<file path="src/rtl/bbr_pkg.sv">
// shared types and constants of the horizontal box blur
// no dependencies; imported by every module of the block
package bbr_pkg;

  // stream and window geometry
  localparam int MAX_RADIUS = 48;
  localparam int RING_DEPTH = 128;
  localparam int RADIUS_W   = 6;
  localparam int PIXEL_W    = 32;
  localparam int CHAN_W     = 8;
  localparam int NUM_CHAN   = 4;
  localparam int POS_W      = 7;
  localparam int SUM_W      = 15;
  localparam int ADDR_W     = $clog2(RING_DEPTH);
  localparam int LEN_W      = RADIUS_W + 1;
  localparam int SPAN_W     = RADIUS_W + 2;

  // radius limits: configured maximum and what the ring can hold
  localparam int RING_RADIUS    = (RING_DEPTH - 1) / 2;
  localparam int EFF_MAX_RADIUS = (MAX_RADIUS < RING_RADIUS) ? MAX_RADIUS : RING_RADIUS;

  // job queue between front and back
  localparam int QUEUE_DEPTH = 4;
  localparam int QPTR_W      = $clog2(QUEUE_DEPTH);
  localparam int QCNT_W      = $clog2(QUEUE_DEPTH + 1);

  // reciprocal divider
  localparam int RECIP_SHIFT   = 23;
  localparam int RECIP_W       = RECIP_SHIFT + 1;
  localparam int PROD_W        = SUM_W + RECIP_W;
  localparam int RECIP_ENTRIES = 1 << RADIUS_W;

  // one classified pixel handed from front to back
  typedef struct packed {
    logic [PIXEL_W-1:0]  pixel;
    logic                last;
    logic [POS_W-1:0]    pos;
    logic [RADIUS_W-1:0] radius;
    logic [ADDR_W-1:0]   slot;
  } job_t;

  // framing flags that travel with every result
  typedef struct packed {
    logic row_end;
    logic run_last;
  } flags_t;

  typedef logic [NUM_CHAN-1:0][SUM_W-1:0] sums_t;

endpackage

</file>
<file path="src/rtl/bbr_front.sv">
// front end of the box blur: input and config acceptance, row tracking
// builds one job per pixel for the queue; uses bbr_pkg
module bbr_front
  import bbr_pkg::*;
(
  input  logic                clk_i,
  input  logic                rst_ni,
  input  logic                in_valid_i,
  output logic                in_ready_o,
  input  logic [PIXEL_W-1:0]  in_pixel_i,
  input  logic                row_end_i,
  input  logic                cfg_valid_i,
  output logic                cfg_ready_o,
  input  logic [RADIUS_W-1:0] cfg_blur_radius_i,
  output logic                job_valid_o,
  input  logic                job_ready_i,
  output job_t                job_o
);

  logic [RADIUS_W-1:0] cfg_radius_q;
  logic [RADIUS_W-1:0] row_radius_q, row_radius_d;
  logic [RADIUS_W-1:0] eff_radius;
  logic [POS_W-1:0]    pos_q, pos_d;
  logic [ADDR_W-1:0]   slot_q, slot_d;
  logic                accept;

  // radius clipped to what the window and ring allow
  assign eff_radius = (cfg_radius_q > RADIUS_W'(EFF_MAX_RADIUS)) ?
                      RADIUS_W'(EFF_MAX_RADIUS) : cfg_radius_q;

  // handshake passes straight through to the queue
  assign accept      = in_valid_i && job_ready_i;
  assign in_ready_o  = job_ready_i;
  assign job_valid_o = in_valid_i;
  assign cfg_ready_o = 1'b1;

  // radius is latched on the first pixel of a row
  always_comb begin
    row_radius_d = (pos_q == '0) ? eff_radius : row_radius_q;
    slot_d       = slot_q + ADDR_W'(1);
    if (row_end_i) begin
      pos_d = '0;
    end else if (pos_q == '1) begin
      pos_d = pos_q;
    end else begin
      pos_d = pos_q + POS_W'(1);
    end
  end

  // job payload
  always_comb begin
    job_o.pixel  = in_pixel_i;
    job_o.last   = row_end_i;
    job_o.pos    = pos_q;
    job_o.radius = row_radius_d;
    job_o.slot   = slot_q;
  end

  // row state and radius register
  always_ff @(posedge clk_i or negedge rst_ni) begin
    if (!rst_ni) begin
      cfg_radius_q <= RADIUS_W'(1);
      row_radius_q <= '0;
      pos_q        <= '0;
      slot_q       <= '0;
    end else begin
      if (cfg_valid_i) begin
        cfg_radius_q <= cfg_blur_radius_i;
      end
      if (accept) begin
        row_radius_q <= row_radius_d;
        pos_q        <= pos_d;
        slot_q       <= slot_d;
      end
    end
  end

endmodule

</file>
<file path="config.mk">
export PLATFORM = sky130hd
export DESIGN_NAME = bbr_front
export DESIGN_NICKNAME = d
export VERILOG_FILES = /design/src/rtl/bbr_pkg.sv /design/src/rtl/bbr_front.sv
export SDC_FILE = /design/constraint.sdc
export NUM_CORES = 1
export LEC_CHECK = 0
export CAP_MARGIN = 20
export CORE_MARGIN = 2
export CORE_UTILIZATION = 35
export CTS_CLUSTER_SIZE = 8
export DETAILED_ROUTE_END_ITERATION = 10
export DONT_BUFFER_PORTS = 1
export GPL_TIMING_DRIVEN = 1
export PLACE_DENSITY = 0.5
export SYNTH_ARGS = -nofsm -noshare
export SYNTH_HDL_FRONTEND = slang
export SYNTH_SLANG_ARGS = --single-unit
</file>
<file path="constraint.sdc">
create_clock -name clk_i -period 1.96 [get_ports clk_i]
set_input_delay 0.294 -clock clk_i [delete_from_list [all_inputs] [get_ports clk_i]]
set_output_delay 0.294 -clock clk_i [all_outputs]
set_load 0.1 [all_outputs]
</file>
* Yosys cells after proc, flatten, opt, wreduce, memory -nomap -nowiden
Index checks and enable logic that the tools add are counted.
** Cells by class
- Add/sub/neg operators :: 2
- $lt $le $gt $ge :: 1
- Equal/unequal tests :: 2
- Muxes and demuxes :: 4
- Reduce and logical (&&, ||, !) cells :: 3
** Operators with widths (count)
- $add 7x1->7 const B :: 2
- $mux 7 :: 2
- $mux 6 :: 2
- $eq 7x7->1 const B :: 1
- $logic_not 7->1 :: 1
- $gt 6x6->1 const B :: 1
- $ne 2x2->1 const B :: 1
- $reduce_and 2->1 :: 1
- $logic_and 1x1->1 :: 1
** Storage, ports and cells
- Flip-flop bits (word level) :: 26
- Bits of input ports :: 44
- Output and inout port bits :: 56
- Word-level logic and storage cells :: 16

* Longest topological paths before layout
- Depth after elaboration :: 3
- Gate-level depth with buffers :: 5
- Mapped depth without buffers :: 5

* Least setup slack after synthesis
Ideal clock, no wire load.
- Kind :: reg-to-output
- From :: reg pos_q[0]
- To :: out job_o[10] in the netlist's numbering
- Arrival time :: 2.203 ns
- Data required time :: 1.666 ns
- Setup slack :: -0.537 ns
- Cell stages (with the launch flop) :: 6
- Path buffers :: 0
- Cells stage by stage :: dfrtp_1 > inv_1 > ha_1 > nor2b_1 > nand2_1 > mux2_2
** RTL lines
- from (decl) :: RTL line bbr_front.sv:23 : logic [POS_W-1:0] pos_q, pos_d;
- from (signal assigned) :: RTL line bbr_front.sv:72 : pos_q <= pos_d;
- to (decl) :: RTL line bbr_front.sv:17 : output job_t job_o

==> flow_metrics.tcl <==
set metrics [dict create \
    top_level_ports 100 \
    post_drt_wl_per_cell_um 15.96 \
    cellPowerDensity_nw_per_um2 1775 \
    globalRoute.totalOverflow 0 \
    swShare_pct 53.01 \
    seqPwrFrac_pct 27.4 \
    max-clock-path-buffers 2 \
    p_int_mw 1.392 \
    critPathKind "flip-flop to output pin" \
    die-width_um 70.58 \
    combinationalPowerShare_pct 57.6 \
    syn-instance-count 141 \
    p_sw_mw 1.570 \
    rr_startpoint "pos_q[3]$_DFFE_PN0P_" \
    synthFlopType "sky130_fd_sc_hd__dfrtp_1" \
    ys_warn_count 0 \
    slowest_stage "sky130_fd_sc_hd__dfrtp_4" \
    cts_tree "built" \
    ir_worst_vdd_mv 0.6033 \
    synth_adder_area_share_pct 2.419 \
    timing.hold.ws_ps 99.87 \
    kind_of_capture_point_of_the_worst_setup_path "output pin" \
    fin_tns_setup_ps -244.1 \
    main_combinational_cell_family_by_area_after_synthesis "buffers and inverters" \
    postSynthAreaPerCell_um2 11.00 \
    worstPathCellList "nor4_4, nand2_4, mux2_4" \
    period_share_pct 102.2 \
    synth-edff-count 0 \
    seq_area_frac_synth_pct 42.02 \
    placementRows 24 \
    drt_drc_violations_left 0 \
    required_ps 1670 \
    crit_path_max_incr_delay_ps 500 \
    postRouteWirelength_um 2888 \
    clock_sink_count 26 \
    total_cts_buffers 3 \
    final_net_count 177 \
    yosys.cell_types.count 31 \
    path_max_fanout 6 \
    finClkSkew_ps 1.950 \
    synthSimpleGateAreaFrac_pct 11.77 \
    mappedNetlistNets 188 \
    postSynthRegisterBits 26 \
    start_util_pct 35.88 \
    muxShareOfSynthArea_pct 16.45 \
    core_area_um2 4324 \
    critical_path.startpoint_type "flip-flop" \
    maxClockFrequency_mhz 499.2 \
    hold_viol_final 0 \
    detail_route.vias_per_cell 4.978 \
    layout_common_cells "sky130_fd_sc_hd__buf_4, sky130_fd_sc_hd__dfrtp_1, sky130_fd_sc_hd__mux2_2" \
    grtUsageTotal_pct 12.20 \
    startpoint "pos_q[4]$_DFFE_PN0P_" \
    dr.first_iter.drc_count 18 \
    htree_levels 1 \
    min_period_ps 2003 \
    violated_checks "negative setup slack" \
    grt_setup_unrepaired "yes" \
    syn_to_final_growth_pct 7.581 \
    grt_antenna_before_repair 0 \
    clk_pin_slew_worst_paths_ps 90 \
    outcome "finished with violations" \
    maxCapViolCount 0 \
    dp.final_hpwl_um 2110 \
    synth_compound_area_share_pct 4.435 \
    detailroute.via_count 901 \
    data_arrival_at_the_endpoint_of_the_critical_path_ps 1710 \
    first_pass_grt_wire_length_um 4871 \
    clockPowerShare_pct 15.0 \
    die_h_um 70.58 \
    fraction_of_registers_with_async_set_reset_pct 100.0 \
    number_of_max_slew_violations_in_the_final_report 0 \
    antenna_left 0 \
    mostFrequentLayoutCell "sky130_fd_sc_hd__buf_4" \
    synth.cell_area_um2 1551 \
    placement.io_buffers 0 \
    cts-root-buf "sky130_fd_sc_hd__clkbuf_8" \
    post_synth_xor_area_fraction_pct 3.387 \
    worstHoldPathType "input pin to flip-flop" \
    finalSetupViolCount 6 \
    pin_count_of_the_biggest_net_entering_global_routing 27 \
    num_antenna_cells 0 \
    timing.final.ws_setup_ps -43.11 \
    min_from "row_end_i" \
    routabilityCongestion 0.7142 \
    clk-insertion-delay-late_ps 270 \
    die_area_um2 4982 \
    detailedRoute.firstPassIterationCount 4 \
    vias_in_the_first_global_route 987 \
    leakage_power_nw 0.7745 \
    final_layout_size_suffix_gt1_share_pct 50.39 \
]
## cell type report
class	instances	area, µm²
clock buffer	3	41.29
clock inverter	1	30.03
inverter	4	15.01
multi-input combinational	72	659.4
fill	444	2655
sequential	26	670.6
timing repair buffer	23	187.7
tap	52	65.06
## critical path, delay by kind of cell, from the launching register on
kind	cells	cell delay, ps
DFF	1	500
muxes	1	460
and+or+nand+nor	2	470
## sequential cells by signal, summed over array words and instances (netlist names)
signal and count:
cfg_radius_q 6, pos_q 7, row_radius_q 6, slot_q 7
## cell usage after synthesis, types with 3 or more instances
library cell / number / area share, %
sky130_fd_sc_hd__inv_1: 4 / 0.97
sky130_fd_sc_hd__a21oi_1: 3 / 0.97
sky130_fd_sc_hd__mux2_2: 20 / 15
sky130_fd_sc_hd__buf_4: 36 / 17
sky130_fd_sc_hd__nand3_1: 3 / 0.97
sky130_fd_sc_hd__xnor2_1: 5 / 2.8
sky130_fd_sc_hd__and2_1: 5 / 2.0
sky130_fd_sc_hd__nand2_1: 6 / 1.5
sky130_fd_sc_hd__and3_1: 4 / 1.6
sky130_fd_sc_hd__ha_1: 3 / 2.4
sky130_fd_sc_hd__dfrtp_1: 25 / 40
sky130_fd_sc_hd__mux2i_1: 3 / 1.9
## logic make-up (layout without fill, tap and decap cells)
family | count (synthesis) | count (layout)
buffers and inverters | 43 | 31
AND/OR/NAND/NOR | 30 | 30
adder cells (fa/ha/maj) | 3 | 3
other | 1 | 1
AO/OA/AOI/OAI | 9 | 9
flip-flops | 26 | 26
XOR/XNOR | 6 | 6
multiplexers | 23 | 23
## metrics by stage
stage	cell area (µm²)	setup slack (ps)	instances	power (mW)	util, %
after global placement	1508	163.8	170	2.429	34.87
after detailed placement	1508	143.3	170	2.440	34.87
final	1669	-43.11	181	2.962	38.60
after CTS	1642	-66.00	179	2.948	37.96
after global routing	1669	-120.0	181	3.108	38.60
after floorplan	1607	27.27	141	2.560	-
## path summary, 6_finish.rpt
kind	cells past startpoint	slack, ps	end
worst max-delay path	3	-40	job_o[9]
min in group asynchronous	2	440	pos_q[6]$_DFFE_PN0P_
worst min-delay path	1	100	pos_q[6]$_DFFE_PN0P_
worst max register to register	4	300	pos_q[0]$_DFFE_PN0P_
max in group asynchronous	2	1290	cfg_radius_q[0]$_DFFE_PN1P_
worst min register to register	1	490	slot_q[6]$_DFFE_PN0P_
## per-layer routing
metal | GRT usage, % | routed length [µm] | up-vias
met5 | 0 | 0 | -
li1 | - | - | 418
met2 | 17.92 | 1276 | 39
met3 | 4.558 | 296 | 30
met4 | 9.015 | 174 | 0
met1 | 14.58 | 1141 | 414
## power groups by stage
stage | Sequential (mW) | Clock [mW] | Combinational [mW]
after floorplan | 1.44 | 0 | 1.12
after CTS | 0.813 | 0.458 | 1.68
after global routing | 0.836 | 0.491 | 1.78
final | 0.811 | 0.445 | 1.71
after global placement | 0.822 | 0 | 1.61
after detailed placement | 0.828 | 0 | 1.61
## what timing repair did
| action | CTS | global route |
|---|---|---|
| hold buffers | 2 | 0 |
| setup buffers | 3 | 2 |
| endpoints found under the hold margin | 26 | 0 |
| gates resized for setup | 2 | 2 |
| endpoints found under the setup margin | 6 | 6 |
| pin swaps | 2 | 0 |
No activity file was read; power rests on OpenSTA's default activity.
