==> src/rtl/bbr_pkg.sv <==
// shared types and constants of the horizontal box blur
// no dependencies; imported by every module of the block
package bbr_pkg;

  // stream and window geometry
  localparam int MAX_RADIUS = 48;
  localparam int RING_DEPTH = 128;
  localparam int RADIUS_W   = 6;
  localparam int PIXEL_W    = 32;
  localparam int CHAN_W     = 8;
  localparam int NUM_CHAN   = 4;
  localparam int POS_W      = 7;
  localparam int SUM_W      = 15;
  localparam int ADDR_W     = $clog2(RING_DEPTH);
  localparam int LEN_W      = RADIUS_W + 1;
  localparam int SPAN_W     = RADIUS_W + 2;

  // radius limits: configured maximum and what the ring can hold
  localparam int RING_RADIUS    = (RING_DEPTH - 1) / 2;
  localparam int EFF_MAX_RADIUS = (MAX_RADIUS < RING_RADIUS) ? MAX_RADIUS : RING_RADIUS;

  // job queue between front and back
  localparam int QUEUE_DEPTH = 4;
  localparam int QPTR_W      = $clog2(QUEUE_DEPTH);
  localparam int QCNT_W      = $clog2(QUEUE_DEPTH + 1);

  // reciprocal divider
  localparam int RECIP_SHIFT   = 23;
  localparam int RECIP_W       = RECIP_SHIFT + 1;
  localparam int PROD_W        = SUM_W + RECIP_W;
  localparam int RECIP_ENTRIES = 1 << RADIUS_W;

  // one classified pixel handed from front to back
  typedef struct packed {
    logic [PIXEL_W-1:0]  pixel;
    logic                last;
    logic [POS_W-1:0]    pos;
    logic [RADIUS_W-1:0] radius;
    logic [ADDR_W-1:0]   slot;
  } job_t;

  // framing flags that travel with every result
  typedef struct packed {
    logic row_end;
    logic run_last;
  } flags_t;

  typedef logic [NUM_CHAN-1:0][SUM_W-1:0] sums_t;

endpackage

==> src/rtl/bbr_back.sv <==
// sliding-sum engine: pixel ring, per-step sequencer and running channel sums
// one step per cycle while the result register can advance, row-end pixels expand into radius+1 steps; uses bbr_pkg
module bbr_back
  import bbr_pkg::*;
(
  input  logic                clk_i,
  input  logic                rst_ni,
  input  logic                job_valid_i,
  output logic                job_ready_o,
  input  job_t                job_i,
  output logic                sum_valid_o,
  input  logic                sum_ready_i,
  output sums_t               sum_o,
  output logic [RADIUS_W-1:0] sum_radius_o,
  output flags_t              sum_flags_o
);

  // sequencer
  logic                flushing_q;
  job_t                job_q;
  logic [RADIUS_W-1:0] e_q;
  logic                adv, issue;
  job_t                step_job;
  logic [RADIUS_W-1:0] step_e;
  logic                step_first;
  logic [SPAN_W-1:0]   span;
  logic [POS_W-1:0]    lag;
  logic [ADDR_W-1:0]   rd_addr;
  logic                step_init, step_emit;
  flags_t              step_flags;

  // ring and read port
  logic [PIXEL_W-1:0]  ring_q [RING_DEPTH];
  logic [PIXEL_W-1:0]  rd_data_q;

  // step stage
  logic                s1_valid_q;
  logic [PIXEL_W-1:0]  s1_pixel_q;
  logic                s1_init_q, s1_emit_q;
  flags_t              s1_flags_q;
  logic [RADIUS_W-1:0] s1_radius_q;
  logic [LEN_W-1:0]    s1_len;

  // running sums and result register
  sums_t               acc_q, acc_d;
  logic                sum_valid_q;
  sums_t               sum_q;
  logic [RADIUS_W-1:0] sum_radius_q;
  flags_t              sum_flags_q;

  assign adv         = !sum_valid_q || sum_ready_i;
  assign job_ready_o = adv && !flushing_q;
  assign issue       = adv && (flushing_q || job_valid_i);

  // step selection: a fresh pixel at offset r, or the next flush offset
  always_comb begin
    step_job   = flushing_q ? job_q : job_i;
    step_e     = flushing_q ? e_q : job_i.radius;
    step_first = !flushing_q;
  end

  // oldest pixel leaving the window, clamped to the row start
  always_comb begin
    span    = SPAN_W'(step_e) + SPAN_W'(step_job.radius) + SPAN_W'(1);
    lag     = (span > SPAN_W'(step_job.pos)) ? step_job.pos : POS_W'(span);
    rd_addr = step_job.slot - ADDR_W'(lag);
  end

  // step classification
  always_comb begin
    step_init           = step_first && (step_job.pos == '0);
    step_emit           = (POS_W'(step_e) <= step_job.pos);
    step_flags.row_end  = step_job.last && (step_e == '0);
    step_flags.run_last = !step_job.last || (step_e == '0);
  end

  // flush sequencer control
  always_ff @(posedge clk_i or negedge rst_ni) begin
    if (!rst_ni) begin
      flushing_q <= 1'b0;
    end else if (issue) begin
      if (flushing_q) begin
        if (e_q == '0) begin
          flushing_q <= 1'b0;
        end
      end else if (job_i.last && (job_i.radius != '0)) begin
        flushing_q <= 1'b1;
      end
    end
  end

  // flush offset and held job
  always_ff @(posedge clk_i) begin
    if (issue) begin
      if (flushing_q) begin
        e_q <= e_q - RADIUS_W'(1);
      end else begin
        e_q   <= job_i.radius - RADIUS_W'(1);
        job_q <= job_i;
      end
    end
  end

  // pixel ring: newest written on the first step, registered read
  always_ff @(posedge clk_i) begin
    if (issue && step_first) begin
      ring_q[step_job.slot] <= step_job.pixel;
    end
    if (adv) begin
      rd_data_q <= ring_q[rd_addr];
    end
  end

  // step stage valid
  always_ff @(posedge clk_i or negedge rst_ni) begin
    if (!rst_ni) begin
      s1_valid_q <= 1'b0;
    end else if (adv) begin
      s1_valid_q <= issue;
    end
  end

  // step stage payload
  always_ff @(posedge clk_i) begin
    if (adv) begin
      s1_pixel_q  <= step_job.pixel;
      s1_init_q   <= step_init;
      s1_emit_q   <= step_emit;
      s1_flags_q  <= step_flags;
      s1_radius_q <= step_job.radius;
    end
  end

  // window update: seed with (2r+1) copies of the first pixel, else slide
  assign s1_len = {s1_radius_q, 1'b1};

  always_comb begin
    for (int c = 0; c < NUM_CHAN; c++) begin
      if (s1_init_q) begin
        acc_d[c] = SUM_W'(s1_pixel_q[c*CHAN_W +: CHAN_W]) * SUM_W'(s1_len);
      end else begin
        acc_d[c] = acc_q[c] + SUM_W'(s1_pixel_q[c*CHAN_W +: CHAN_W])
                 - SUM_W'(rd_data_q[c*CHAN_W +: CHAN_W]);
      end
    end
  end

  // result valid
  always_ff @(posedge clk_i or negedge rst_ni) begin
    if (!rst_ni) begin
      sum_valid_q <= 1'b0;
    end else if (adv) begin
      sum_valid_q <= s1_valid_q && s1_emit_q;
    end
  end

  // running sums and result payload
  always_ff @(posedge clk_i) begin
    if (adv && s1_valid_q) begin
      acc_q        <= acc_d;
      sum_q        <= acc_d;
      sum_radius_q <= s1_radius_q;
      sum_flags_q  <= s1_flags_q;
    end
  end

  assign sum_valid_o  = sum_valid_q;
  assign sum_o        = sum_q;
  assign sum_radius_o = sum_radius_q;
  assign sum_flags_o  = sum_flags_q;

  // a flush only runs for a row-end pixel
  a_flush_last: assert property (@(posedge clk_i) disable iff (!rst_ni)
    flushing_q |-> job_q.last)
    else $error("flush running for a pixel that does not end its row");

  // flush offset stays below the row radius
  a_flush_offset: assert property (@(posedge clk_i) disable iff (!rst_ni)
    flushing_q |-> (e_q < job_q.radius))
    else $error("flush offset out of range");

  // seeding a row gives a result only at radius zero
  a_seed_emit: assert property (@(posedge clk_i) disable iff (!rst_ni)
    (s1_valid_q && s1_init_q) |-> (s1_emit_q == (s1_radius_q == '0)))
    else $error("row seed step emitted wrongly");

endmodule

==> config.mk <==
export PLATFORM = sky130hd
export DESIGN_NAME = bbr_back
export DESIGN_NICKNAME = d
export VERILOG_FILES = /design/src/rtl/bbr_pkg.sv /design/src/rtl/bbr_back.sv
export SDC_FILE = /design/constraint.sdc
export NUM_CORES = 2
export LEC_CHECK = 0
export CAP_MARGIN = 30
export CORE_MARGIN = 1.5
export CORE_UTILIZATION = 55
export DETAILED_ROUTE_END_ITERATION = 7
export DONT_BUFFER_PORTS = 1
export GPL_ROUTABILITY_DRIVEN = 0
export GPL_TIMING_DRIVEN = 1
export HOLD_SLACK_MARGIN = 0.02
export MAX_ROUTING_LAYER = met4
export PLACE_DENSITY_LB_ADDON = 0.12
export SYNTH_ARGS = -nofsm -noshare
export SYNTH_HDL_FRONTEND = slang
export SYNTH_SLANG_ARGS = --single-unit
==> constraint.sdc <==
create_clock -name clk_i -period 19.1 [get_ports clk_i]
set_input_delay 2.865 -clock clk_i [delete_from_list [all_inputs] [get_ports clk_i]]
set_output_delay 2.865 -clock clk_i [all_outputs]
set_load 0.005 [all_outputs]
# Word level (Yosys, flattened, before mapping)
# Memories as Yosys holds them, arrays and structs flattened. A register that Yosys moved wholly into a read port is not among the register bits.
# Cells that the tools add are included.
# totals
n_memories	1
ff_bits	172
input_bits	57
mem_bits_rw	4096
# op_classes
addsub	13
muxes	13
reduce_logical	18
multipliers	4
n_lt_le_gt_ge	2
# memory_table
memory	words	word_bits	rd	rd_clocked_by_memory_dff	write_ports	line	text
ring_q	128	32	1	1	1	bbr_back.sv:33	logic [PIXEL_W-1:0] ring_q [RING_DEPTH];
# op_table
op	n
15-bit by 8-bit adder with 15-bit output	4
8-bit by 7-bit multiplier with 15-bit output	4
15-bit two-way mux	4
15-bit by 8-bit subtractor with 15-bit output	4
53-bit two-way mux	1
6-bit logical NOT	2
6-bit two-way mux	2
6-bit by 1-bit subtractor with 6-bit output, second input constant	2
7-bit by 1-bit adder with 8-bit output, second input constant	1
8-bit by 7-bit > comparator with 1-bit output	1
1-bit logical AND	8
6-bit by 6-bit adder with 7-bit output	1
6-bit by 7-bit less-or-equal comparator with 1-bit output	1
7-bit logical NOT	1
7-bit two-way mux	1
7-bit subtractor	1
6-bit nonzero test	1
1-bit two-way mux	5
1-bit logical NOT	3
1-bit logical OR	3

# Depth between registers and ports, before layout
# logic_depth
word_depth	6
ltp_mapped	32

# Worst setup path before layout
# OpenSTA, ideal clock, no wires.
# synth_timing
kind	input to register
startpoint	in job_i[8] in the netlist's numbering
endpoint	reg rd_data_q[10], read port of ring_q, data pin
cell_stages	26
path_slack_ns	10.946
arrival_time_ns	7.899
required_time_ns	18.845
n_path_buf	5
cell_sequence	nor2b_1 -> a21oi_1 -> inv_1 -> ha_1 -> a21o_1 -> a21oi_1 -> o21bai_1 -> a21oi_1 -> xnor2_1 -> ha_1 -> nand3_1 -> a21oi_1 -> o22ai_2 -> o21a_1 -> ha_1 -> inv_1 -> fa_1 -> buf_2 -> buf_2 -> buf_2 -> buf_1 -> clkbuf_1 -> mux4_2 -> nand2_1 -> nand3_1 -> a31o_1
# synth_via
elab_chain_len	6
elab_cells_between_ends	7
classes_between	3 x add/sub; 1 x order compare; 3 x mux
# synth_rtl
element	line	text
start: declaration	bbr_back.sv:10	input job_t job_i,
6-bit two-way mux / 53-bit two-way mux (equally long branches)	--	
6-bit by 6-bit adder with 7-bit output (*)	bbr_back.sv:64	span = SPAN_W'(step_e) + SPAN_W'(step_job.radius) + SPAN_W'(1);
7-bit by 1-bit adder with 8-bit output (*)	bbr_back.sv:64	
8-bit by 7-bit > comparator with 1-bit output	bbr_back.sv:65	lag = (span > SPAN_W'(step_job.pos)) ? step_job.pos : POS_W'(span);
7-bit two-way mux (*)	bbr_back.sv:65	
7-bit subtractor (*)	bbr_back.sv:66	rd_addr = step_job.slot - ADDR_W'(lag);
end: declaration	bbr_back.sv:34	logic [PIXEL_W-1:0] rd_data_q;
# Mark *: on every way between the ends. The rest lies on a longest branch, timed or not.
# A chain may end at the register's enable or synchronous reset.

# Worst setup path in the final report
# layout_timing
startpoint	in job_i[8] in the netlist's numbering
endpoint	reg rd_data_q[18], read port of ring_q, data pin
# The elaborated chain is that of the path after synthesis.

==> results.md <==
- The run finished with clean final reports.
- The number of gates resized after cts is 0.
- The share of synthesized area in the top cell type comes to approximately 74%.
- The setup slack after layout is around 8400 ps.
- The worst register-to-register path ends at rd_data_q[18].
- For this run the aggregate overflow at the end of global routing stands at 0.
- The count of nets left with antenna violations after detail routing is 0.
- The number of antenna violations at the first check in global routing is 40.
- The share of the Yosys chip area taken by registers is 73.7%.
- The number of violations of the max-capacitance limit is 0.
- The total DRC errors in the routed layout is 0.
- At the placement stage, the worst setup path has a slack of roughly 7500 ps.
- Among all flip-flop cells after synthesis, the most frequent one is sky130_fd_sc_hd__edfxtp_1.
- The region available for standard cell placement spans about 320000 µm².
- The maximum clock insertion buffer count is 4.
- The actual slew at the worst max-slew pin is between 1000 and 1500 ps.
- The floorplan has 206 rows.
- The element type at the critical path start is an input port.
- For this run, the number of Yosys warnings is 0.
- The number of buffers inserted by port buffering is 0.
- The cell sitting at the root of the clock tree is a sky130_fd_sc_hd__clkbuf_16.
- Entering global routing, the biggest net connects about 130 pins.
- The average instance in the mapped netlist occupies approximately 20 µm².
- From synthesis to final layout, the design area changed by 12.3%.
- The floorplan step defined a die boundary enclosing roughly 320000 µm².
- The number of endpoints with negative hold slack in the final report is 0.
- The minimum clock period after layout is ~11000 ps.
- TritonCTS built the clock tree.
- The portion of the clock cycle consumed by the worst path in the final layout is 56.0%.
- STA classifies the critical path endpoint as a flip-flop.
- Setup repair after global routing left no endpoint under its margin.
- Detailed placement finished with a half-perimeter wire length of about 270 mm.
- Clock latency on the worst-skew pair, taken at its later pin, is approximately 1000 ps.
- The worst setup path startpoint is job_i[8].
- The number of flip-flops and latches in the synthesized netlist is between 4000 and 5000.
- The master of the slowest instance on the critical path is sky130_fd_sc_hd__fa_4.
- In this run, the number of DRC markers left after iteration 0 of detailed routing was 14100.
- The H-tree generated during clock tree synthesis spans 5 levels.
- The reg-to-reg critical path startpoint is flushing_q.
- The achievable frequency is 0.0934 GHz.
- The synthesized netlist occupies a cell area of 175000 µm².
- The number of distinct library cell variants in the gate-level netlist after synthesis is 59.
- In this run the worst path has a maximum fanout of about 100.
- Ranked by instance count, the synthesized netlist is headed by sky130_fd_sc_hd__edfxtp_1 (4297), sky130_fd_sc_hd__mux4_2 (1024), sky130_fd_sc_hd__nand2_1 (936).
- The setup total negative slack is 0 ps.
- The max-slew violation count is 0.
- The total of endpoints with negative setup slack in the final report is 0.
- Among cell families on the critical path, the largest total delay comes from compound AO/OA/AOI/OAI gates.
- The endpoint required time on the critical path is 19800 ps.
- The die boundary height is 567 µm.
- The critical path start-end classification is input port to flip-flop.
- The number of post-CTS setup repair buffers is 0.
- For this design, the CTS-stage hold fixing added 0 buffers.
- The worst register-to-register path has a depth of 25.
- The worst hold path begins at s1_flags_q[0].
- Across the routed clock network, the largest skew measured is slightly above 90 ps.
- The layout net count is between 9000 and 10000.
- The largest incremental delay on the critical path is around 1400 ps.
- The number of enable-type register cells in the synthesized netlist is roughly 4300.
- The die width is about 570 µm.
- The count of boundary I/O pins is approximately 130.
- Ranked by total cell area, the synthesized netlist is headed by sky130_fd_sc_hd__edfxtp_1 (74%), sky130_fd_sc_hd__mux4_2 (13%), sky130_fd_sc_hd__nand2_1 (2.0%).
- Buffers inserted during clock tree synthesis total between 400 and 500.
- The post-synthesis net count is between 9000 and 10000.
- The overall via count from detail_route is approximately 90000.
- The starting utilization of the core area is a little under three fifths.
- The path class of the lowest-slack min-delay path is flip-flop to flip-flop.
- Counting stages on the worst path, the most repeated cell is sky130_fd_sc_hd__a21oi_1.
- The first-pass GRT wire length is 689 mm.
- The largest total area in the synthesized netlist belongs to sky130_fd_sc_hd__edfxtp_1.
- Together, buffers and inverters on the worst path number 5.
- The routed wire length is 489 mm.
- Before antenna repair, the detailed router went through 8 iterations.
- The setup check on the worst reg-to-reg path leaves a slack of a little over 9000 ps.
- The endpoint of the worst setup timing path is rd_data_q[18].
- The arrival time at the worst endpoint is 11400 ps.
- The fraction of layout cells with a size suffix above 1 is 22.4%.
- The overall track demand over capacity in global routing is between 30% and 40%.
- The clock-pin slew of the registers on the worst-case setup and hold paths is approximately 60 ps.
- Counting buffers and inverters, the worst setup path is 26 cells deep.
- The sink count of the clock tree is between 4000 and 5000.
- Of all flip-flops after synthesis, the portion carrying an async set or reset was less than 1%.
- Dividing the detail-routed via count by the number of cells gives about 6.6.
- The most repeated cell in the gate-level netlist after synthesis is sky130_fd_sc_hd__edfxtp_1.
- The via count of the first global-routing pass is between 90000 and 100k.
- The worst pin sits at a relative slew slack of around 16%.
- Synthesis handed over a netlist of roughly 9000 instances.
- The average wire per standard cell is about 35 µm.
-- registers in the layout, summed over array words and instances, names as in the netlist, 6 cells and up --
signal and flops:
s1_pixel_q 32, rd_data_q 32, sum_radius_o 6, sum_o 60, job_q 53, s1_radius_q 6
e_q 6, ring_q 4096
-- per-layer routing --
metal	up-vias	wire [µm]	part of all wire (%)	global-route usage (%)
met5	-	0	0	-
met4	0	18100	3.7	10.6
met3	689	55500	11	6.33
met2	5358	227000	46	46.9
met1	48700	188000	38	44.0
li1	36700	-	-	-
-- worst min-delay path by stage --
| stage | end | slack (ps) | cells after the start |
|---|---|---|---|
| floorplan | sum_flags_o[0] | 400 | 0 |
| global placement | sum_flags_o[0] | 400 | 0 |
| detailed placement | sum_flags_o[0] | 410 | 0 |
| CTS | sum_flags_o[0] | 420 | 0 |
| global route | sum_flags_o[0] | 430 | 0 |
| finish | sum_flags_o[0] | 420 | 0 |
-- final cells by class --
cell class | count | area, µm²
Fill cell | 21800 | 119000
Multi-Input combinational cell | 3933 | 44600
Antenna cell | 21 | 52.6
Tap cell | 4160 | 5200
Timing Repair Buffer | 320 | 2780
Clock buffer | 533 | 11400
Sequential cell | 4300 | 129000
Clock inverter | 255 | 2230
Inverter | 329 | 1240
-- metrics by stage --
step	instances	instance area [µm²]	hold WS, ps	util (%)
finish	13900	197000	422	62.3
global route	13800	197000	428	62.3
CTS	13800	196000	424	62.2
detailed placement	13000	183000	410	57.9
global placement	13000	182000	402	57.8
floorplan	9007	175000	400	-
-- logic make-up after synthesis --
family,Yosys count,synth area share [%]
AOI/OAI and AO/OA,637,2.28
xor gates and xnor gates,109,0.558
adders and majority gates,369,3.28
buffers and inverters,774,1.79
DFF,4300,73.7
muxes,1250,14.5
and+or+nand+nor,1568,3.86
-- layout by cell type, fill, tap and decap left out, drive strengths merged, types with 6 or more instances in the layout --
cell,Yosys,final
a211oi,6,6
a21o,30,30
a21oi,292,292
a311oi,42,42
a31o,31,31
a32o,32,32
and2,66,66
buf,194,317
bufinv,0,32
clkbuf,251,536
clkinv,0,201
clkinvlp,0,9
diode,0,21
edfxtp,4297,4297
fa,150,150
ha,219,219
inv,329,342
mux2,45,45
mux2i,181,181
mux4,1024,1024
nand2,936,936
nand2b,25,25
nand3,185,185
nand4,11,11
nor2,194,194
nor2b,24,24
nor3,11,11
nor4,100,100
o21a,26,26
o21ai,72,72
o21bai,6,6
o22ai,68,68
o31ai,7,7
or4,6,6
xnor2,53,53
xor2,56,56
Power is left out: the tool's default activity adds up to more than one toggle a clock period on the data nets, which glitch-free logic cannot reach.
