===== config.mk =====
export PLATFORM = sky130hd
export DESIGN_NAME = bbr_queue
export DESIGN_NICKNAME = d
export VERILOG_FILES = /design/src/rtl/bbr_pkg.sv /design/src/rtl/bbr_queue.sv
export SDC_FILE = /design/constraint.sdc
export NUM_CORES = 1
export LEC_CHECK = 0
export ABC_AREA = 0
export BUFFER_PORTS_ARGS = -buffer_cell sky130_fd_sc_hd__buf_4
export CAP_MARGIN = 20
export CORE_ASPECT_RATIO = 1.2
export CORE_MARGIN = 5
export CORE_UTILIZATION = 60
export CTS_CLUSTER_DIAMETER = 50
export CTS_CLUSTER_SIZE = 25
export DETAILED_ROUTE_END_ITERATION = 10
export GPL_ROUTABILITY_DRIVEN = 0
export GPL_TIMING_DRIVEN = 0
export PLACE_DENSITY = 0.83
export SLEW_MARGIN = 25
export SYNTH_ARGS = -nofsm -noshare
export SYNTH_HDL_FRONTEND = slang
export SYNTH_SLANG_ARGS = --single-unit

===== constraint.sdc =====
create_clock -name clk_i -period 7.5 [get_ports clk_i]
set_input_delay 0.375 -clock clk_i [delete_from_list [all_inputs] [get_ports clk_i]]
set_output_delay 0.375 -clock clk_i [all_outputs]
set_load 0.05 [all_outputs]

===== src/rtl/bbr_pkg.sv =====
// shared types and constants of the horizontal box blur
// no dependencies; imported by every module of the block
package bbr_pkg;

  // stream and window geometry
  localparam int MAX_RADIUS = 48;
  localparam int RING_DEPTH = 128;
  localparam int RADIUS_W   = 6;
  localparam int PIXEL_W    = 32;
  localparam int CHAN_W     = 8;
  localparam int NUM_CHAN   = 4;
  localparam int POS_W      = 7;
  localparam int SUM_W      = 15;
  localparam int ADDR_W     = $clog2(RING_DEPTH);
  localparam int LEN_W      = RADIUS_W + 1;
  localparam int SPAN_W     = RADIUS_W + 2;

  // radius limits: configured maximum and what the ring can hold
  localparam int RING_RADIUS    = (RING_DEPTH - 1) / 2;
  localparam int EFF_MAX_RADIUS = (MAX_RADIUS < RING_RADIUS) ? MAX_RADIUS : RING_RADIUS;

  // job queue between front and back
  localparam int QUEUE_DEPTH = 4;
  localparam int QPTR_W      = $clog2(QUEUE_DEPTH);
  localparam int QCNT_W      = $clog2(QUEUE_DEPTH + 1);

  // reciprocal divider
  localparam int RECIP_SHIFT   = 23;
  localparam int RECIP_W       = RECIP_SHIFT + 1;
  localparam int PROD_W        = SUM_W + RECIP_W;
  localparam int RECIP_ENTRIES = 1 << RADIUS_W;

  // one classified pixel handed from front to back
  typedef struct packed {
    logic [PIXEL_W-1:0]  pixel;
    logic                last;
    logic [POS_W-1:0]    pos;
    logic [RADIUS_W-1:0] radius;
    logic [ADDR_W-1:0]   slot;
  } job_t;

  // framing flags that travel with every result
  typedef struct packed {
    logic row_end;
    logic run_last;
  } flags_t;

  typedef logic [NUM_CHAN-1:0][SUM_W-1:0] sums_t;

endpackage


===== src/rtl/bbr_queue.sv =====
// short job queue between the front end and the sliding-sum engine
// register based; uses bbr_pkg
module bbr_queue
  import bbr_pkg::*;
(
  input  logic clk_i,
  input  logic rst_ni,
  input  logic push_valid_i,
  output logic push_ready_o,
  input  job_t push_data_i,
  output logic pop_valid_o,
  input  logic pop_ready_i,
  output job_t pop_data_o
);

  job_t              entry_q [QUEUE_DEPTH];
  logic [QPTR_W-1:0] wr_ptr_q, rd_ptr_q;
  logic [QCNT_W-1:0] count_q;
  logic              push, pop;

  assign push_ready_o = (count_q != QCNT_W'(QUEUE_DEPTH));
  assign pop_valid_o  = (count_q != '0);
  assign pop_data_o   = entry_q[rd_ptr_q];
  assign push         = push_valid_i && push_ready_o;
  assign pop          = pop_valid_o && pop_ready_i;

  // storage
  always_ff @(posedge clk_i) begin
    if (push) begin
      entry_q[wr_ptr_q] <= push_data_i;
    end
  end

  // pointers and fill level
  always_ff @(posedge clk_i or negedge rst_ni) begin
    if (!rst_ni) begin
      wr_ptr_q <= '0;
      rd_ptr_q <= '0;
      count_q  <= '0;
    end else begin
      if (push) begin
        wr_ptr_q <= wr_ptr_q + QPTR_W'(1);
      end
      if (pop) begin
        rd_ptr_q <= rd_ptr_q + QPTR_W'(1);
      end
      if (push && !pop) begin
        count_q <= count_q + QCNT_W'(1);
      end else if (pop && !push) begin
        count_q <= count_q - QCNT_W'(1);
      end
    end
  end

endmodule


# --- After elaboration in Yosys (flattened, before gate mapping) ---
# Memory sizes are Yosys's and may differ from the RTL's.
# Cells that the tools add are included.
word_totals:
  n_memories: 1
  elab_cells: 21
  out_inout_bits: 55
  regBits: 7
  in_bits: 57
  ramBits: 212
classes:
  n_eq_ne: 1
  reduce_logical: 8
  muxes: 4
  n_addsub: 4
mem_list:
  columns: ["memory", "depth", "word_bits", "rd", "rd_clocked_by_memory_dff", "wr", "line", "source"]
  rows:
  - ["entry_q", 4, 53, 1, 0, 1, "bbr_queue.sv:16", "job_t entry_q [QUEUE_DEPTH];"]
op_table:
  columns: ["op", "count"]
  rows:
  - ["$mux 3", 2]
  - ["$add 2x1->2 const B", 2]
  - ["$logic_and 1x1->1", 4]
  - ["$add 3x1->3 const B", 1]
  - ["$ne 3x3->1 const B", 1]
  - ["$reduce_bool 3->1", 1]
  - ["$sub 3x1->3 const B", 1]
  - ["$logic_not 1->1", 2]
  - ["$mux 1", 2]
  - ["$reduce_bool 2->1", 1]

# --- Longest topological paths before layout ---
# Gate-level depths: netlist (run 1).
logic_depth:
  ltp_word: 6
  depth_mapped: 8
  mapped_depth_nobuf: 8

# --- Least setup slack after synthesis (run 1) ---
# Ideal clock, no wire load.
synth_path:
  kind: "reg-to-reg"
  from: "register count_q[0]"
  to: "memory entry_q[0][0] in the netlist's numbering (enable)"
  setup_slack_ns: 5.049
  path_buffers: 0
  synth_period_minus_slack_ns: 2.451
  required_time_ns: 7.084
  setup_ns: 0.416
  path_stages_with_launch: 4
  t_arrival_ns: 2.035
  path_cell_list: "dfrtp_1 > nor2_1 > a21boi_2 > and2_1"
synth_via:
  elab_chain_cells: 4
synth_lines:
  columns: ["item", "line", "source"]
  rows:
  - ["start, declared", "bbr_queue.sv:18", "logic [QCNT_W-1:0] count_q;"]
  - ["start signal, assigned", "bbr_queue.sv:48", "count_q <= count_q + QCNT_W'(1);"]
  - ["start signal, assigned", "bbr_queue.sv:50", "count_q <= count_q - QCNT_W'(1);"]
  - ["$ne 3x3->1", "bbr_queue.sv:21", "assign push_ready_o = (count_q != QCNT_W'(QUEUE_DEPTH));"]
  - ["$logic_and 1x1->1", "bbr_queue.sv:24", "assign push = push_valid_i && push_ready_o;"]
  - ["via push", "bbr_queue.sv:19", "logic push, pop;"]
  - ["$mux 1", "bbr_queue.sv:29", "if (push) begin"]
  - ["$mux 1 (implied by the code)", "bbr_queue.sv:30", "entry_q[wr_ptr_q] <= push_data_i;"]
  - ["end, declared", "bbr_queue.sv:16", null]
# The timed path passes the listed nets, and every way through them passes these cells.

==> results of run 1 <==
-- power groups by stage --
| stage | sequential, mW | clock, mW | combinational (mW) |
|---|---|---|---|
| 6_report | 1.68 | 0.814 | 1.91 |
| 3_5_place_dp | 1.71 | 0 | 1.94 |
| 2_1_floorplan | 1.69 | 0 | 1.40 |
| 3_3_place_gp | 1.71 | 0 | 1.89 |
| 4_1_cts | 1.68 | 0.833 | 1.95 |
| 5_1_grt | 1.70 | 0.887 | 2.01 |
-- synthesized netlist by cell type, drive strengths merged --
library cell  number
inv                3
mux4              53
a21boi             1
or3                1
ha                 5
xnor2              4
and2               4
nor2               2
fa                 1
nand3              1
buf               12
mux2               2
xor2               2
nand2              2
edfxtp           212
dfrtp              7
-- flip-flops by register name (all words and copies together) (netlist names) --
register,cells
entry_q,212
wr_ptr_q,2
rd_ptr_q,2
count_q,3
-- layer usage --
layer	global-route usage	up-vias
met4	0.0477	0
li1	-	1590
met5	0	-
met1	0.232	1862
met2	0.321	98
met3	0.0264	14
-- logic make-up (layout without fill, tap and decap cells) --
kind of cell             after synthesis  after routing
flip-flops                           219            219
multiplexers                          55             55
buffers and inverters                 15            155
AND/OR/NAND/NOR                       10             10
adder cells (fa/ha/maj)                6              6
XOR/XNOR                               6              6
AO/OA/AOI/OAI                          1              1
-- worst min-delay path by stage --
stage	startpoint	end	slack [ns]	cells past startpoint
floorplan	rst_ni	count_q[0]	0.08	0
global placement	rst_ni	count_q[2]	0.19	1
detailed placement	rst_ni	count_q[0]	0.19	1
CTS	push_data_i[18]	entry_q[2][18]	0.09	1
global route	push_data_i[46]	entry_q[3][46]	0.09	1
finish	push_data_i[24]	entry_q[0][24]	0.11	1
-- worst register-to-register path, cell delays in order (launching register included) --
cell,delay [ns]
dfrtp_1,0.42
or3_1,0.44
nand2_1,0.14
ha_1,0.20
inv_1,0.07
fa_1,0.37
xor2_1,0.17
nor2_1,0.12
xor2_1,0.15
-- placed cells by master (no fill, tap or decap), types with 3 or more instances in the layout --
cell,n
edfxtp_1,212
buf_4,111
mux4_2,48
clkbuf_16,15
buf_12,9
dfrtp_1,7
buf_2,6
mux4_1,5
ha_1,5
and2_4,4
xnor2_1,4
inv_1,3
-- metrics by stage --
stage | util | setup slack (ns)
finish | 0.737 | 5.18
global route | 0.737 | 5.11
CTS | 0.737 | 5.14
detailed placement | 0.700 | 5.37
global placement | 0.693 | 4.04
floorplan | - | 5.05
-- layout make-up --
type | count | area, um2
Fill cell | 776 | 3490
Buffer | 12 | 141
Inverter | 3 | 11.3
Multi-Input combinational cell | 78 | 1440
Clock inverter | 9 | 105
Sequential cell | 219 | 6540
Clock buffer | 15 | 375
Tap cell | 168 | 210
Timing Repair Buffer | 116 | 923
-- timing repair --
item | in CTS | in global routing
endpoints found under the setup margin | 0 | 0
endpoints found under the hold margin | 7 | 0
hold buffers | 1 | 0
==> results_dict.tcl, run 1 <==
set metrics [dict create \
    status "completed" \
    worstHoldPathType "in -> reg" \
    synth_top_area_share 0.783 \
    post_cts_buffers 0 \
    ant_nets 0 \
    crit_family "buffers and inverters" \
    fin_crit_sh 0.310 \
    cts_buffer_depth 3 \
    grtUsageTotal 0.180 \
    drc 0 \
    routedWlPerCell_um 22.5 \
    grt_overflow 0 \
    critPathRequiredTime_ns 7.12 \
    vias_per_cell 5.75 \
    max_freq_ghz 0.431 \
    yosys.area_share.simple 0.00631 \
    core.rowCount 46 \
    grt_max_degree 35 \
    synth-seq-area-share 0.805 \
    relSlewSlack 0.724 \
    routed-wl-met2_um 7760 \
    syn_to_final_growth_pct 20.0 \
    combPwrFrac 0.434 \
    dp_cells 595 \
    grt_pass1_wl_um 21400 \
    clk_root_buffer_cell "clkbuf_16" \
    power_density_nw_per_um2 452 \
    finalPower_mw 4.41 \
    reg2reg_depth 8 \
    rsz0062_at_grt "no" \
    synthesis.area_um2 8130 \
    final_cell_area_um2 9750 \
    cp_num_cells 4 \
    syn-num-nets 375 \
    nNetsFinal 508 \
    slew_viol_final 0 \
    wl_um 13900 \
    drive_gt1_frac 0.456 \
    diodes 0 \
    cts_inserted_buffers 15 \
    cts_tree "done" \
    vias 3564 \
    clock_latency_ns 0.46 \
    worst_pin_slew_ns 0.414 \
    die-area_um2 16000 \
    reg2reg_to "count_q[2]" \
    die_y_um 137 \
    drt_iter0_markers 174 \
    setup_viol 0 \
    netlist_top_cells_area "edfxtp_1 (78%), mux4_2 (13%), dfrtp_1 (2.2%), mux4_1 (1.6%), buf_12 (1.2%)" \
    r2r_start "count_q[1]" \
    cp.buffers_inverters 3 \
    drv_cap 0 \
    wl_met3_um 695 \
    path_cells "buf_6, buf_12, mux4_2, buf_4" \
    hold_ws_ns 0.108 \
    crit_end "pop_data_o[46]" \
    synth_cell_types 19 \
    highest_layer "met4" \
    start_kind "register" \
    synth_xor_area_frac 0.00647 \
    clock_power_share 0.185 \
    ir_worst_vdd_uv 347 \
    min_period_ns 2.32 \
    cts_htree_levels 1 \
    path_class "reg -> out" \
    switching_power_mw 1.68 \
    crit_fanout 10 \
    antenna_found_initial 0 \
    hold_violations 0 \
    leakage_nw 3.39 \
    dr.pass1.iters 5 \
    hpwl_um 8770 \
    synth_compound_area_frac 0.00139 \
    numClockSinks 219 \
    grt_pass1_vias 3826 \
    intPower_mw 2.73 \
    io_buffers 111 \
    synth_top_family_by_area "multiplexers" \
    r2r_setup_slack_ns 5.35 \
    power_frac_seq 0.381 \
    synth-adder-area-share 0.0102 \
    postSynthCellCount 312 \
    fin_setup_tns_ns 0 \
    core_area_um2 13200 \
    ys_ff_latch 219 \
    cp-startpoint "rd_ptr_q[0]" \
    ys.warnings.count 0 \
    final_cells 620 \
    avgSynthCellArea_um2 26.0 \
    slowest_stage "mux4_2" \
    postPlaceCellArea_um2 9260 \
    sw_frac_of_total 0.381 \
    post_cts_resized 0 \
    worstPathArrival_ns 1.95 \
    synth.area.mux_share 0.152 \
    synth_top_cell_by_area "edfxtp_1" \
    drt-met1-wl_um 5220 \
    clk_pin_slew_ns 0.08 \
    initial_core_util 0.614 \
    pin_count 112 \
    endpoint_kind "output port" \
    crit_path_max_incr_delay_ns 0.53 \
    fp.dieW_um 116 \
    clock_skew_ns 0.0103 \
]
Power figures use the tool's default switching activity.
==> run 2: changes to the inputs <==
--- a/config.mk
+++ b/config.mk
@@ -5,18 +5,18 @@
 export SDC_FILE = /design/constraint.sdc
 export NUM_CORES = 1
 export LEC_CHECK = 0
-export ABC_AREA = 0
+export ABC_AREA = 1
 export BUFFER_PORTS_ARGS = -buffer_cell sky130_fd_sc_hd__buf_4
 export CAP_MARGIN = 20
 export CORE_ASPECT_RATIO = 1.2
 export CORE_MARGIN = 5
-export CORE_UTILIZATION = 60
+export CORE_UTILIZATION = 52
 export CTS_CLUSTER_DIAMETER = 50
 export CTS_CLUSTER_SIZE = 25
 export DETAILED_ROUTE_END_ITERATION = 10
 export GPL_ROUTABILITY_DRIVEN = 0
 export GPL_TIMING_DRIVEN = 0
-export PLACE_DENSITY = 0.83
+export PLACE_DENSITY = 0.76
 export SLEW_MARGIN = 25
 export SYNTH_ARGS = -nofsm -noshare
 export SYNTH_HDL_FRONTEND = slang
==> constraint.sdc (replaced) <==
create_clock -name clk_i -period 1.86 [get_ports clk_i]
set_input_delay 0.093 -clock clk_i [delete_from_list [all_inputs] [get_ports clk_i]]
set_output_delay 0.093 -clock clk_i [all_outputs]
set_load 0.05 [all_outputs]
==> results_dict.tcl, run 2 <==
set metrics [dict create \
    status "finished with violations" \
    violations "setup timing" \
    die_y_um 152 \
    power_density_nw_per_um2 1780 \
    drt_iter0_markers 342 \
    crit_end "pop_data_o[11]" \
    reg2reg_depth 5 \
    leakage_nw 4.78 \
    grt_pass1_wl_um 29000 \
    drc 0 \
    synth_top_family_by_area "compound AO/OA/AOI/OAI gates" \
    synth_most_common_cell "edfxtp_1" \
    synth_cell_types 17 \
    synth_xor_area_frac 0.000997 \
    cts_buffer_depth 3 \
    ys_ff_latch 219 \
    syn-num-nets 740 \
    path_common_cell "buf_4" \
    grt_pass1_vias 5725 \
    clk_root_buffer_cell "clkbuf_16" \
    final_cells 1112 \
    vias_per_cell 5.16 \
    rsz0062_at_grt "yes" \
    ys.warnings.count 0 \
    grt_max_degree 26 \
    initial_core_util 0.525 \
    synth_top_cell_by_area "edfxtp_1" \
    ys_async_sr_fraction 0.0320 \
    hpwl_um 11900 \
    endpoint_kind "output port" \
    crit_fanout 10 \
    io_buffers 111 \
    synth_compound_area_frac 0.0912 \
    synth-main-ff-cell "edfxtp_1" \
    cp-startpoint "rd_ptr_q[0]" \
    nFillCells 1071 \
    largest_register_ffs 212 \
    syn_to_final_growth_pct 32.9 \
    synth-adder-area-share 0.00940 \
    fin_crit_sh 1.03 \
    grtUsageTotal 0.189 \
    clk_pin_slew_ns 0.09 \
    die-area_um2 19600 \
    final_cell_mix "edfxtp_1 (212), nand2_1 (173), inv_1 (116)" \
    core_area_um2 16700 \
    routedWlPerCell_um 17.1 \
    pin_count 112 \
    cts_inserted_buffers 15 \
    worst_pin_slew_ns 0.488 \
    netlist_top_cells_area "edfxtp_1 (72%), o211ai_1 (9.1%), nand2_1 (7.5%), inv_1 (5.1%), dfrtp_1 (2.0%)" \
    synth_edf_count 212 \
    postPlaceCellArea_um2 10100 \
    avgSynthCellArea_um2 13.0 \
    wl_um 19100 \
    ant_nets 0 \
    synth-seq-area-share 0.745 \
    r2r_setup_slack_ns 0.11 \
    cts_tree "done" \
    largestRegisters "entry_q (212), count_q (3)" \
    postSynthCellCount 677 \
    grt_overflow 0 \
    worst_slack_ns -0.0494 \
    drive_gt1_frac 0.235 \
    start_kind "register" \
    regArea_um2 6540 \
    drv_cap 0 \
    hold_depth 2 \
    yosys.area_share.simple 0.0816 \
    synth_top_area_share 0.725 \
    r2r_start "count_q[2]" \
    path_class "reg -> out" \
    setup_viol 24 \
    slowest_stage "dfrtp_1" \
    largest_register "entry_q" \
    nNetsFinal 951 \
    reg2reg_to "entry_q[3][10]" \
    synthesis.area_um2 8780 \
    core.rowCount 52 \
    min_period_ns 1.91 \
    slew_viol_final 0 \
    critPathRequiredTime_ns 1.77 \
    relSlewSlack 0.674 \
    dp_cells 1012 \
    synth.area.mux_share 0 \
    path_cells "inv_4, clkbuf_16, buf_4, o211ai_1, nand2_1, buf_4" \
    vias 5740 \
    diodes 0 \
    clock_skew_ns 0.0131 \
    worstPathArrival_ns 1.82 \
    hold_violations 0 \
    utilization 0.698 \
    dr.pass1.iters 5 \
    cts_htree_levels 1 \
    fp.dieW_um 129 \
    layout_commonest_cell "edfxtp_1" \
    antenna_found_initial 0 \
    ir_worst_vdd_uv 1260 \
    numClockSinks 219 \
    synth_common_cells "edfxtp_1 (212), nand2_1 (176), inv_1 (120)" \
    worstHoldPathType "in -> reg" \
    multi_input_area_um2 1690 \
    final_cell_area_um2 11700 \
    clock_latency_ns 0.46 \
    crit_path_max_incr_delay_ns 0.42 \
    max_freq_ghz 0.524 \
]
## run 2: changes by cell type after synthesis, sizes merged, moves of 4 or more
cell	change
o211ai	+106
and2	-4
nand3	+6
nand2	+174
buf	+13
inv	+119
mux4	-53
clkbuf	+9
## run 2: what timing repair did
action / 4_1_cts / 5_1_grt
hold buffers: 57 / 0
gates cloned: 0 / 1
buffers inserted: 8 / 9
setup endpoints to repair: 126 / 94
pin swaps: 3 / 3
endpoints found under the hold margin: 222 / 0
resized for setup: 86 / 12
## run 2: worst max-delay path: cells and delay by family, from the launching register on
| kind | cells | cell delay [ns] |
|---|---|---|
| buffers and inverters | 4 | 0.70 |
| flip-flops | 1 | 0.42 |
| AO/OA/AOI/OAI | 1 | 0.11 |
| AND/OR/NAND/NOR | 1 | 0.11 |
## run 2: final cells by class
class / count / share of cell area
plain buffers: 34 / 0.0299
clock buffers: 16 / 0.0325
clock inverters: 9 / 0.00847
inverters: 122 / 0.0399
multi-input cells: 302 / 0.144
flip-flops and latches: 219 / 0.561
well taps: 216 / 0.0232
repair buffers: 194 / 0.161
## run 2: per-stage QoR
step                      power (mW)  setup WS (ns)  setup TNS (ns)  hold slack (ns)
after floorplan                 13.2         -0.131          -24.39           -0.203
after global placement          16.0         -0.698         -133.69          -0.0865
after detailed placement        16.5         -0.232           -5.50          -0.0822
after CTS                       20.6        -0.0508          -0.784            0.344
after global routing            21.7         -0.111           -4.06            0.359
final                           20.8        -0.0494          -0.338            0.363
## run 2: per-layer routing
layer  track usage  vias to the layer above  wire [um]
li1              -                     2771          -
met2         0.360                      164      10700
met3        0.0207                       23        846
met1         0.223                     2782       7230
met4        0.0480                        0        324
met5             0                        -          0
## run 2: logic make-up after synthesis
group,count (synthesis)
adder cells (fa/ha/maj),6
flip-flops,219
XOR/XNOR,1
AND/OR/NAND/NOR,188
buffers and inverters,156
AO/OA/AOI/OAI,107
## run 2: worst min path at each step
stage,from,slack [ns],to
global route,push_data_i[4],0.36,entry_q[2][4]
CTS,push_data_i[25],0.34,entry_q[1][25]
finish,push_data_i[31],0.36,entry_q[2][31]
floorplan,rst_ni,-0.20,count_q[0]
global placement,rst_ni,-0.09,count_q[2]
detailed placement,rst_ni,-0.08,count_q[2]
## run 2: power breakdown
part	leakage (nW)	internal (mW)	switching (mW)
Clock	0.236	1.58	1.65
Combinational	2.52	3.67	7.15
Sequential	2.03	6.47	0.243
